--- config.mk ---
export PLATFORM = sky130hd
export DESIGN_NAME = aligned_burst_packet_counter_core_flat
export DESIGN_NICKNAME = d
export VERILOG_FILES = /design/src/design/abpc_pkg.sv /design/src/design/abpc_if.sv /design/src/design/abpc_front.sv /design/src/design/abpc_queue.sv /design/src/design/abpc_div.sv /design/src/design/abpc_back.sv /design/src/design/aligned_burst_packet_counter_core.sv /design/src/flat_wrapper.sv
export SDC_FILE = /design/constraint.sdc
export NUM_CORES = 1
export LEC_CHECK = 0
export BUFFER_PORTS_ARGS = -buffer_cell sky130_fd_sc_hd__buf_2
export CORE_ASPECT_RATIO = 1.75
export CORE_MARGIN = 1
export CORE_UTILIZATION = 45
export CTS_CLUSTER_DIAMETER = 40
export DETAILED_ROUTE_END_ITERATION = 6
export MAX_ROUTING_LAYER = met4
export SYNTH_ARGS = -nofsm -noshare
export SYNTH_HDL_FRONTEND = slang
export SYNTH_SLANG_ARGS = --single-unit
--- constraint.sdc ---
create_clock -name clk -period 5.1 [get_ports clk]
set_input_delay 1.275 -clock clk [delete_from_list [all_inputs] [get_ports clk]]
set_output_delay 1.275 -clock clk [all_outputs]
set_load 0.005 [all_outputs]
--- src/design/abpc_pkg.sv ---
// Package for the aligned burst packet counter.
// Widths, command codes, chunk descriptor and divider request/response types,
// and state types shared by every design file. No dependencies.
package abpc_pkg;

  // Request and result field widths
  localparam int CMD_W   = 2;
  localparam int ADDR_W  = 32;
  localparam int LEN_W   = 16;
  localparam int TGT_W   = 8;
  localparam int FAC_W   = 4;
  localparam int COUNT_W = 24;

  // Packet size and alignment
  localparam int MAX_PACKET_WORDS = 256;
  localparam int MAX_LOG2         = $clog2(MAX_PACKET_WORDS);
  localparam int ALIGN_W          = 2;
  localparam int ALIGN_WORDS      = 4;
  localparam int PAD_MIN_LEN      = 8;

  // Derived datapath widths
  localparam int CHUNK_W    = MAX_LOG2 + 1;          // chunk size 1..MAX
  localparam int RUN_W      = LEN_W - MAX_LOG2;      // number of equal full chunks
  localparam int PKT_W      = TGT_W + 1;             // packets for one chunk
  localparam int STEP_W     = CHUNK_W + FAC_W;       // target stride
  localparam int PROD_W     = PKT_W + RUN_W;         // packets for one run
  localparam int DIV_CNT_W  = $clog2(CHUNK_W + 1);

  // Chunk queue between front and back
  localparam int QDEPTH  = 4;
  localparam int QPTR_W  = $clog2(QDEPTH);
  localparam int QCNT_W  = $clog2(QDEPTH + 1);

  // Command classes that produce packets
  localparam logic [CMD_W-1:0] CMD_SAME_WRITE = 2'd0;
  localparam logic [CMD_W-1:0] CMD_SEQ        = 2'd1;

  // One run of equal chunks handed from the splitter to the counter
  typedef struct packed {
    logic [CMD_W-1:0]   command;
    logic [TGT_W-1:0]   first_target;
    logic [TGT_W-1:0]   last_target;
    logic [FAC_W-1:0]   factor;
    logic [CHUNK_W-1:0] chunk;
    logic [RUN_W-1:0]   run_len;
    logic               empty;     // zero-length request, counts nothing
    logic               last_run;  // closes the request
  } chunk_desc_t;

  typedef struct packed {
    logic               start;
    logic [CHUNK_W-1:0] dividend;
    logic [STEP_W-1:0]  divisor;
  } div_req_t;

  typedef struct packed {
    logic               done;
    logic [CHUNK_W-1:0] quotient;
  } div_rsp_t;

  typedef enum logic {
    FR_IDLE,
    FR_SPLIT
  } front_state_t;

  typedef enum logic [2:0] {
    BK_IDLE,
    BK_DIV_RATIO,
    BK_DIV_TGT,
    BK_MUL,
    BK_ACC
  } back_state_t;

endpackage

--- src/design/abpc_if.sv ---
// Valid/ready channel interfaces for the request and result sides.
// Depends on abpc_pkg.
interface abpc_in_if;
  import abpc_pkg::*;

  logic              valid;
  logic              ready;
  logic [CMD_W-1:0]  command;
  logic [ADDR_W-1:0] start_word_address;
  logic [LEN_W-1:0]  length_words;
  logic [TGT_W-1:0]  first_target;
  logic [TGT_W-1:0]  last_target;
  logic [FAC_W-1:0]  target_step_factor;

  modport source (
    output valid, command, start_word_address, length_words,
           first_target, last_target, target_step_factor,
    input  ready
  );
  modport sink (
    input  valid, command, start_word_address, length_words,
           first_target, last_target, target_step_factor,
    output ready
  );
endinterface

interface abpc_out_if;
  import abpc_pkg::*;

  logic               valid;
  logic               ready;
  logic [COUNT_W-1:0] packet_count;

  modport source (output valid, packet_count, input ready);
  modport sink (input valid, packet_count, output ready);
endinterface

--- src/design/abpc_front.sv ---
// Front end: accepts a request and splits it into runs of equal chunks.
// Depends on abpc_pkg and abpc_in_if.
module abpc_front (
  input  logic                 clk,
  input  logic                 rst_n,
  abpc_in_if.sink              in_ch,
  output abpc_pkg::chunk_desc_t q_wr_data,
  output logic                 q_wr_valid,
  input  logic                 q_wr_ready
);
  import abpc_pkg::*;

  front_state_t       state_r, state_nxt;
  logic [LEN_W-1:0]   rem_r, rem_nxt;
  logic [ALIGN_W-1:0] addr_lo_r, addr_lo_nxt;
  logic               first_r, first_nxt;
  logic               big_r, big_nxt;
  logic [CMD_W-1:0]   cmd_r, cmd_nxt;
  logic [TGT_W-1:0]   first_tgt_r, first_tgt_nxt;
  logic [TGT_W-1:0]   last_tgt_r, last_tgt_nxt;
  logic [FAC_W-1:0]   fac_r, fac_nxt;

  logic               pad;
  logic               full;
  logic [CHUNK_W-1:0] mid;
  logic [CHUNK_W-1:0] chunk;
  logic [RUN_W-1:0]   run_len;
  logic [LEN_W-1:0]   used;
  logic [LEN_W-1:0]   rem_left;
  logic               last_run;

  // Chunk selection for the current run
  always_comb begin
    pad  = first_r && (addr_lo_r != '0) && big_r;
    full = (rem_r[LEN_W-1:MAX_LOG2] != '0);
    mid  = CHUNK_W'(rem_r[MAX_LOG2-1:0]);
    priority if (pad) begin
      chunk   = CHUNK_W'(ALIGN_WORDS) - CHUNK_W'(addr_lo_r);
      run_len = RUN_W'(1);
      used    = LEN_W'(chunk);
    end else if (full) begin
      // all full-size chunks in one run
      chunk   = CHUNK_W'(MAX_PACKET_WORDS);
      run_len = rem_r[LEN_W-1:MAX_LOG2];
      used    = {rem_r[LEN_W-1:MAX_LOG2], {MAX_LOG2{1'b0}}};
    end else begin
      if (mid >= CHUNK_W'(PAD_MIN_LEN)) begin
        chunk = mid & ~CHUNK_W'(ALIGN_WORDS - 1);
      end else begin
        chunk = mid;
      end
      run_len = RUN_W'(1);
      used    = LEN_W'(chunk);
    end
    rem_left = rem_r - used;
    last_run = (rem_r == '0) || (rem_left == '0);
  end

  always_comb begin
    q_wr_data.command      = cmd_r;
    q_wr_data.first_target = first_tgt_r;
    q_wr_data.last_target  = last_tgt_r;
    q_wr_data.factor       = fac_r;
    q_wr_data.chunk        = chunk;
    q_wr_data.run_len      = run_len;
    q_wr_data.empty        = (rem_r == '0);
    q_wr_data.last_run     = last_run;
  end

  assign q_wr_valid  = (state_r == FR_SPLIT);
  assign in_ch.ready = (state_r == FR_IDLE);

  // Next state
  always_comb begin
    state_nxt     = state_r;
    rem_nxt       = rem_r;
    addr_lo_nxt   = addr_lo_r;
    first_nxt     = first_r;
    big_nxt       = big_r;
    cmd_nxt       = cmd_r;
    first_tgt_nxt = first_tgt_r;
    last_tgt_nxt  = last_tgt_r;
    fac_nxt       = fac_r;
    unique case (state_r)
      FR_IDLE: begin
        if (in_ch.valid) begin
          rem_nxt       = in_ch.length_words;
          addr_lo_nxt   = in_ch.start_word_address[ALIGN_W-1:0];
          first_nxt     = 1'b1;
          big_nxt       = (in_ch.length_words >= LEN_W'(PAD_MIN_LEN));
          cmd_nxt       = in_ch.command;
          first_tgt_nxt = in_ch.first_target;
          last_tgt_nxt  = in_ch.last_target;
          fac_nxt       = in_ch.target_step_factor;
          state_nxt     = FR_SPLIT;
        end
      end
      FR_SPLIT: begin
        if (q_wr_ready) begin
          rem_nxt     = rem_left;
          addr_lo_nxt = addr_lo_r + chunk[ALIGN_W-1:0];
          if (pad) begin
            first_nxt = 1'b0;
          end
          if (last_run) begin
            state_nxt = FR_IDLE;
          end
        end
      end
      default: state_nxt = FR_IDLE;
    endcase
  end

  always_ff @(posedge clk) begin
    if (!rst_n) begin
      state_r <= FR_IDLE;
    end else begin
      state_r <= state_nxt;
    end
    rem_r       <= rem_nxt;
    addr_lo_r   <= addr_lo_nxt;
    first_r     <= first_nxt;
    big_r       <= big_nxt;
    cmd_r       <= cmd_nxt;
    first_tgt_r <= first_tgt_nxt;
    last_tgt_r  <= last_tgt_nxt;
    fac_r       <= fac_nxt;
  end

endmodule

--- src/design/abpc_queue.sv ---
// Short FIFO of chunk runs between the splitter and the counter.
// Depends on abpc_pkg.
module abpc_queue (
  input  logic                  clk,
  input  logic                  rst_n,
  input  abpc_pkg::chunk_desc_t wr_data,
  input  logic                  wr_valid,
  output logic                  wr_ready,
  output abpc_pkg::chunk_desc_t rd_data,
  output logic                  rd_valid,
  input  logic                  rd_ready
);
  import abpc_pkg::*;

  chunk_desc_t       mem_r [QDEPTH];
  logic [QPTR_W-1:0] wr_ptr_r, wr_ptr_nxt;
  logic [QPTR_W-1:0] rd_ptr_r, rd_ptr_nxt;
  logic [QCNT_W-1:0] cnt_r, cnt_nxt;
  logic              push;
  logic              pop;

  assign wr_ready = (cnt_r != QCNT_W'(QDEPTH));
  assign rd_valid = (cnt_r != '0);
  assign rd_data  = mem_r[rd_ptr_r];
  assign push     = wr_valid && wr_ready;
  assign pop      = rd_valid && rd_ready;

  always_comb begin
    wr_ptr_nxt = push ? wr_ptr_r + QPTR_W'(1) : wr_ptr_r;
    rd_ptr_nxt = pop ? rd_ptr_r + QPTR_W'(1) : rd_ptr_r;
    cnt_nxt    = cnt_r + QCNT_W'(push) - QCNT_W'(pop);
  end

  always_ff @(posedge clk) begin
    if (!rst_n) begin
      wr_ptr_r <= '0;
      rd_ptr_r <= '0;
      cnt_r    <= '0;
    end else begin
      wr_ptr_r <= wr_ptr_nxt;
      rd_ptr_r <= rd_ptr_nxt;
      cnt_r    <= cnt_nxt;
    end
    if (push) begin
      mem_r[wr_ptr_r] <= wr_data;
    end
  end

endmodule

--- src/design/abpc_div.sv ---
// Restoring divider, one quotient bit per cycle, shared by the counter for
// both the chunk ratio and the division of the target span by the stride. Depends on abpc_pkg.
module abpc_div (
  input  logic               clk,
  input  logic               rst_n,
  input  abpc_pkg::div_req_t req,
  output abpc_pkg::div_rsp_t rsp
);
  import abpc_pkg::*;

  logic [DIV_CNT_W-1:0] cnt_r;
  logic                 done_r;
  logic [CHUNK_W-1:0]   quot_r;
  logic [STEP_W-1:0]    rem_r;
  logic [STEP_W-1:0]    divisor_r;

  logic [STEP_W:0]      trial;
  logic [STEP_W:0]      diff;
  logic                 ge;

  // One shift-subtract step
  always_comb begin
    trial = {rem_r, quot_r[CHUNK_W-1]};
    diff  = trial - {1'b0, divisor_r};
    ge    = (trial >= {1'b0, divisor_r});
  end

  always_ff @(posedge clk) begin
    if (!rst_n) begin
      cnt_r  <= '0;
      done_r <= 1'b0;
    end else if (req.start) begin
      cnt_r  <= DIV_CNT_W'(CHUNK_W);
      done_r <= 1'b0;
    end else if (cnt_r != '0) begin
      cnt_r  <= cnt_r - DIV_CNT_W'(1);
      done_r <= (cnt_r == DIV_CNT_W'(1));
    end else begin
      done_r <= 1'b0;
    end

    if (req.start) begin
      quot_r    <= req.dividend;
      rem_r     <= '0;
      divisor_r <= req.divisor;
    end else if (cnt_r != '0) begin
      quot_r <= {quot_r[CHUNK_W-2:0], ge};
      rem_r  <= ge ? diff[STEP_W-1:0] : trial[STEP_W-1:0];
    end
  end

  assign rsp.done     = done_r;
  assign rsp.quotient = quot_r;

endmodule

--- src/design/abpc_back.sv ---
// Back end: counts packets for each chunk run, accumulates per request and
// holds the result in an output register. Depends on abpc_pkg, abpc_out_if.
module abpc_back (
  input  logic                  clk,
  input  logic                  rst_n,
  input  abpc_pkg::chunk_desc_t q_rd_data,
  input  logic                  q_rd_valid,
  output logic                  q_rd_ready,
  output abpc_pkg::div_req_t    div_req,
  input  abpc_pkg::div_rsp_t    div_rsp,
  abpc_out_if.source            out_ch
);
  import abpc_pkg::*;

  back_state_t        state_r, state_nxt;
  chunk_desc_t        desc_r, desc_nxt;
  logic [PKT_W-1:0]   pkt_r, pkt_nxt;
  logic [PROD_W-1:0]  prod_r, prod_nxt;
  logic [COUNT_W-1:0] count_r, count_nxt;
  logic               out_valid_r, out_valid_nxt;
  logic [COUNT_W-1:0] out_count_r, out_count_nxt;

  logic [FAC_W-1:0]   fac_eff;
  logic [COUNT_W:0]   sum;
  logic [COUNT_W-1:0] sum_sat;

  assign fac_eff = (desc_r.factor == '0) ? FAC_W'(1) : desc_r.factor;

  // Saturating accumulate
  always_comb begin
    sum     = {1'b0, count_r} + (COUNT_W + 1)'(prod_r);
    sum_sat = sum[COUNT_W] ? {COUNT_W{1'b1}} : sum[COUNT_W-1:0];
  end

  assign q_rd_ready          = (state_r == BK_IDLE);
  assign out_ch.valid        = out_valid_r;
  assign out_ch.packet_count = out_count_r;

  always_comb begin
    state_nxt        = state_r;
    desc_nxt         = desc_r;
    pkt_nxt          = pkt_r;
    prod_nxt         = prod_r;
    count_nxt        = count_r;
    out_valid_nxt    = out_valid_r && !out_ch.ready;
    out_count_nxt    = out_count_r;
    div_req.start    = 1'b0;
    div_req.dividend = CHUNK_W'(MAX_PACKET_WORDS);
    div_req.divisor  = STEP_W'(q_rd_data.chunk);
    unique case (state_r)
      // take the next run and classify it
      BK_IDLE: begin
        if (q_rd_valid) begin
          desc_nxt = q_rd_data;
          priority if (q_rd_data.empty) begin
            pkt_nxt   = '0;
            state_nxt = BK_MUL;
          end else if (q_rd_data.command == CMD_SAME_WRITE) begin
            pkt_nxt   = PKT_W'(1);
            state_nxt = BK_MUL;
          end else if (q_rd_data.command != CMD_SEQ ||
                       q_rd_data.last_target < q_rd_data.first_target) begin
            pkt_nxt   = '0;
            state_nxt = BK_MUL;
          end else begin
            div_req.start = 1'b1;
            state_nxt     = BK_DIV_RATIO;
          end
        end
      end
      // MAX / chunk done: stride = ratio * factor, then span / stride
      BK_DIV_RATIO: begin
        if (div_rsp.done) begin
          div_req.start    = 1'b1;
          div_req.dividend = CHUNK_W'(desc_r.last_target - desc_r.first_target);
          div_req.divisor  = STEP_W'(div_rsp.quotient) * STEP_W'(fac_eff);
          state_nxt        = BK_DIV_TGT;
        end
      end
      BK_DIV_TGT: begin
        if (div_rsp.done) begin
          pkt_nxt   = PKT_W'(div_rsp.quotient) + PKT_W'(1);
          state_nxt = BK_MUL;
        end
      end
      BK_MUL: begin
        prod_nxt  = PROD_W'(pkt_r) * PROD_W'(desc_r.run_len);
        state_nxt = BK_ACC;
      end
      BK_ACC: begin
        if (!desc_r.last_run) begin
          count_nxt = sum_sat;
          state_nxt = BK_IDLE;
        end else if (!out_valid_r || out_ch.ready) begin
          out_count_nxt = sum_sat;
          out_valid_nxt = 1'b1;
          count_nxt     = '0;
          state_nxt     = BK_IDLE;
        end
      end
      default: state_nxt = BK_IDLE;
    endcase
  end

  always_ff @(posedge clk) begin
    if (!rst_n) begin
      state_r     <= BK_IDLE;
      count_r     <= '0;
      out_valid_r <= 1'b0;
    end else begin
      state_r     <= state_nxt;
      count_r     <= count_nxt;
      out_valid_r <= out_valid_nxt;
    end
    desc_r      <= desc_nxt;
    pkt_r       <= pkt_nxt;
    prod_r      <= prod_nxt;
    out_count_r <= out_count_nxt;
  end

endmodule

--- src/design/aligned_burst_packet_counter_core.sv ---
// Aligned burst packet counter: splitter front end, 4-entry run queue,
// counting back end with a shared bit-serial divider.
// A request becomes at most four runs (pad, full-size, middle, tail); sequential
// runs take two divisions on the shared divider, other runs none. The front end
// can accept a new request once the last run of the previous one is queued,
// while the back end may still be counting it. Sync active-low reset.
module aligned_burst_packet_counter_core (
  input  logic       clk,
  input  logic       rst_n,
  abpc_in_if.sink    in_ch,
  abpc_out_if.source out_ch
);
  import abpc_pkg::*;

  chunk_desc_t q_wr_data;
  logic        q_wr_valid;
  logic        q_wr_ready;
  chunk_desc_t q_rd_data;
  logic        q_rd_valid;
  logic        q_rd_ready;
  div_req_t    div_req;
  div_rsp_t    div_rsp;

  abpc_front u_front (
    .clk        (clk),
    .rst_n      (rst_n),
    .in_ch      (in_ch),
    .q_wr_data  (q_wr_data),
    .q_wr_valid (q_wr_valid),
    .q_wr_ready (q_wr_ready)
  );

  abpc_queue u_queue (
    .clk      (clk),
    .rst_n    (rst_n),
    .wr_data  (q_wr_data),
    .wr_valid (q_wr_valid),
    .wr_ready (q_wr_ready),
    .rd_data  (q_rd_data),
    .rd_valid (q_rd_valid),
    .rd_ready (q_rd_ready)
  );

  abpc_div u_div (
    .clk   (clk),
    .rst_n (rst_n),
    .req   (div_req),
    .rsp   (div_rsp)
  );

  abpc_back u_back (
    .clk        (clk),
    .rst_n      (rst_n),
    .q_rd_data  (q_rd_data),
    .q_rd_valid (q_rd_valid),
    .q_rd_ready (q_rd_ready),
    .div_req    (div_req),
    .div_rsp    (div_rsp),
    .out_ch     (out_ch)
  );

endmodule
--- src/flat_wrapper.sv ---
// flat-port wrapper written by rule: the top's interface ports become plain ports
module aligned_burst_packet_counter_core_flat import abpc_pkg::*;
  (clk, rst_n, in_ch_valid, in_ch_command, in_ch_start_word_address, in_ch_length_words, in_ch_first_target, in_ch_last_target, in_ch_target_step_factor, in_ch_ready, out_ch_valid, out_ch_packet_count, out_ch_ready);
  abpc_in_if in_ch_i ();
  abpc_out_if out_ch_i ();
  input  logic clk;
  input  logic rst_n;
  input wire logic [$bits(in_ch_i.valid)-1:0] in_ch_valid;
  input wire logic [$bits(in_ch_i.command)-1:0] in_ch_command;
  input wire logic [$bits(in_ch_i.start_word_address)-1:0] in_ch_start_word_address;
  input wire logic [$bits(in_ch_i.length_words)-1:0] in_ch_length_words;
  input wire logic [$bits(in_ch_i.first_target)-1:0] in_ch_first_target;
  input wire logic [$bits(in_ch_i.last_target)-1:0] in_ch_last_target;
  input wire logic [$bits(in_ch_i.target_step_factor)-1:0] in_ch_target_step_factor;
  output wire logic [$bits(in_ch_i.ready)-1:0] in_ch_ready;
  output wire logic [$bits(out_ch_i.valid)-1:0] out_ch_valid;
  output wire logic [$bits(out_ch_i.packet_count)-1:0] out_ch_packet_count;
  input wire logic [$bits(out_ch_i.ready)-1:0] out_ch_ready;
  assign in_ch_i.valid = in_ch_valid;
  assign in_ch_i.command = in_ch_command;
  assign in_ch_i.start_word_address = in_ch_start_word_address;
  assign in_ch_i.length_words = in_ch_length_words;
  assign in_ch_i.first_target = in_ch_first_target;
  assign in_ch_i.last_target = in_ch_last_target;
  assign in_ch_i.target_step_factor = in_ch_target_step_factor;
  assign in_ch_ready = in_ch_i.ready;
  assign out_ch_valid = out_ch_i.valid;
  assign out_ch_packet_count = out_ch_i.packet_count;
  assign out_ch_i.ready = out_ch_ready;
  aligned_burst_packet_counter_core u_core (.clk(clk), .rst_n(rst_n), .in_ch(in_ch_i), .out_ch(out_ch_i));
endmodule
==> metrics <==
crit-path max FO 9; IO Pins 100; Core Box Area 44200 um2; hold crit path type register to register; WP buf/inv 2; Reg clk slew, reported paths 60 ps; Worst setup SP type register; yosys warns 0; most used cell, CP fa_1; fraction of registers with async set/reset 0; vias in the first global route 13500; DRT antenna net count 0; Post-synth EDFFs 307; total gr overflow 0; worst-path cell chain and2_1 -> fa_1 -> inv_1 -> fa_1 -> fa_1 -> fa_1 -> inv_1 -> ha_1 -> or3_1 -> o211a_1 -> a41o_1 -> o21ai_0 -> a211oi_1; post-CTS sizing 0; RSZ-0062 raised after global routing false; Final HPWL DP 30400 um; CTS Sinks 363; Max Freq 0.214 GHz; antenna violations before repair 0; CP top delay family adder cells; DR vias 12800; DRT iter0 DRCs 511; Layout area overhead 12.0%; FP Rows 102; # DRC 0; largest net degree at the start of global routing 34; Max Cap Viol 0; WP data required 5380 ps; crit path time final 4680 ps; Synth Area in Compound Gates 0.106; Adder-Cell Fraction of Synth Area 0.139; Initial Util 0.455; drt pass-1 iters 5; antenna diode count 0; Finish-stage setup viols 0; GRT Overall Usage 0.191; die area 45500 um2; Max Slew Vio Count 0; CTS Hold Bufs 0; fin area 22500 um2; Post-CTS Setup Inserts 0; XOR/XNOR share of the synthesized area 0.0279; busiest grt layer met2; CTS tree yes; Crit-path slowest cell fa_1; vias per cell 5.40; first-pass GRT wire length 66600 um; critical path type register to register; worst-margin pin slew 1140 ps; clk_lat worst skew 570 ps; most common cell after layout, fill and taps aside edfxtp_1; CP Capture Type register; met1 usage 0.182; Setup TNS Final 0 ps; clock skew 25.5 ps; Synth Flop Type edfxtp_1; layout cells sized above 1 0.138; worst stage delay on the critical path 540 ps; nets 2026; most frequent cells in the layout 307 x edfxtp_1, 176 x nand2_1, 171 x inv_1; clock root buffer clkbuf_16; simple-gate portion of the synthesized area 0.112; Syn Area/Cell 11.9 um2; mux share of post-synthesis cell area 0.0557; Post-Route WL 40500 um; CP arrival 4960 ps; Mapped Area 20100 um2; synth unique cells 87; synthesis-stage register bit count 363; H-tree levels 2; die width 162 um; wire length per cell 17.1 um; Die Height 281 um; met2 usage 0.370; final hold violations 0; met3 usage 0.0231; Synth Instances 1684; final period utilization 0.917; GPL Wtd Cong 0.909; Slew HR 0.242; largest family of logic cells by synthesized area adder cells; DP Worst Slack 350 ps; syn_nets 1944; clk buf depth 3; status completed; total CTS buffers 43; Port Buffer Count 69; Seq/Total Area, Yosys 0.515; area post-placement 21100 um2; final setup margin 424 ps
-- cells by family after synthesis --
group | count (synthesis)
and+or+nand+nor | 461
DFF | 363
AOI/OAI and AO/OA | 323
buffers and inverters | 227
adders and majority gates | 186
xor gates and xnor gates | 64
muxes | 60
-- metrics by stage --
| step | utilization | hold WS [ps] | std cells |
|---|---|---|---|
| floorplan | - | 429 | 1684 |
| global placement | 0.477 | 440 | 2293 |
| detailed placement | 0.477 | 452 | 2293 |
| CTS | 0.509 | 465 | 2372 |
| global route | 0.509 | 500 | 2372 |
| finish | 0.509 | 461 | 2372 |
-- layer usage --
layer,routed length [um],vias up
met5,0,-
met4,1970,0
met3,1250,102
met2,22800,237
met1,14500,6225
li1,-,6240
-- cell usage after synthesis, drive strengths merged (5+ instances only) --
cell	count	area (um2)
nor2	76	285
dfxtp	56	1120
a21o	12	90.1
o31ai	6	58.8
a31oi	7	50.1
mux2	13	146
a21boi	10	75.1
nand3	16	80.1
ha	125	1560
nand3b	6	45.0
xnor2	47	412
nor4	10	68.8
nand4	8	50.1
o21bai	7	52.6
nor2b	22	138
o22ai	8	50.1
mux2i	7	70.1
a21oi	97	500
edfxtp	307	9220
clkbuf	43	163
o21a	9	67.6
fa	61	1220
or2	7	43.8
a41oi	5	51.3
o21ai	86	430
o211a	5	50.1
and3	11	68.8
inv	172	646
and2	55	344
a211oi	13	108
o31a	5	53.8
mux4	40	901
nor3b	7	57.6
nor3	27	135
nand2	177	667
o211ai	10	80.1
nand2b	12	75.1
buf	11	80.1
a22o	5	43.8
xor2	17	149
or3	15	93.8
-- flip-flops by register name, indices dropped and copies added, names as in the netlist, 8 cells and up, named ones only --
| name | cells |
|---|---|
| u_core.u_queue.mem_r | 164 |
| u_core.u_back.desc_r | 29 |
| u_core.u_back.count_r | 24 |
| u_core.u_back.out_ch.packet_count | 24 |
| u_core.u_back.prod_r | 17 |
| u_core.u_front.rem_r | 16 |
| u_core.u_div.divisor_r | 13 |
| u_core.u_div.rem_r | 13 |
| u_core.u_back.pkt_r | 9 |
| u_core.u_div.quot_r | 9 |
| u_core.u_front.first_tgt_r | 8 |
| u_core.u_front.last_tgt_r | 8 |
-- cell type report --
type / instances / area (um2)
clock inverter: 26 / 264
inverter: 173 / 649
timing repair buffer: 91 / 510
fill: 3960 / 21700
clock buffer: 53 / 1120
sequential: 363 / 10300
tap: 572 / 716
multi-input combinational: 1094 / 8860
-- worst min-delay path, delay by kind of cell, from the launching register on --
family | cells | cell delay (ps)
DFF | 1 | 330
AOI/OAI and AO/OA | 1 | 60
and+or+nand+nor | 1 | 40
-- final timing paths --
kind,cells past startpoint,startpoint,end,slack (ps)
setup / recovery,13,u_core.u_back.desc_r[9],u_core.u_back.prod_r[16],420
hold / removal,2,u_core.u_back.count_r[13],u_core.u_back.count_r[13],460
setup reg to reg,13,u_core.u_back.desc_r[9],u_core.u_back.prod_r[16],420
hold reg to reg,2,u_core.u_back.count_r[13],u_core.u_back.count_r[13],460
Power is not shown: default switching activity piles up to over one toggle a cycle in this logic, so the estimate is an artifact.
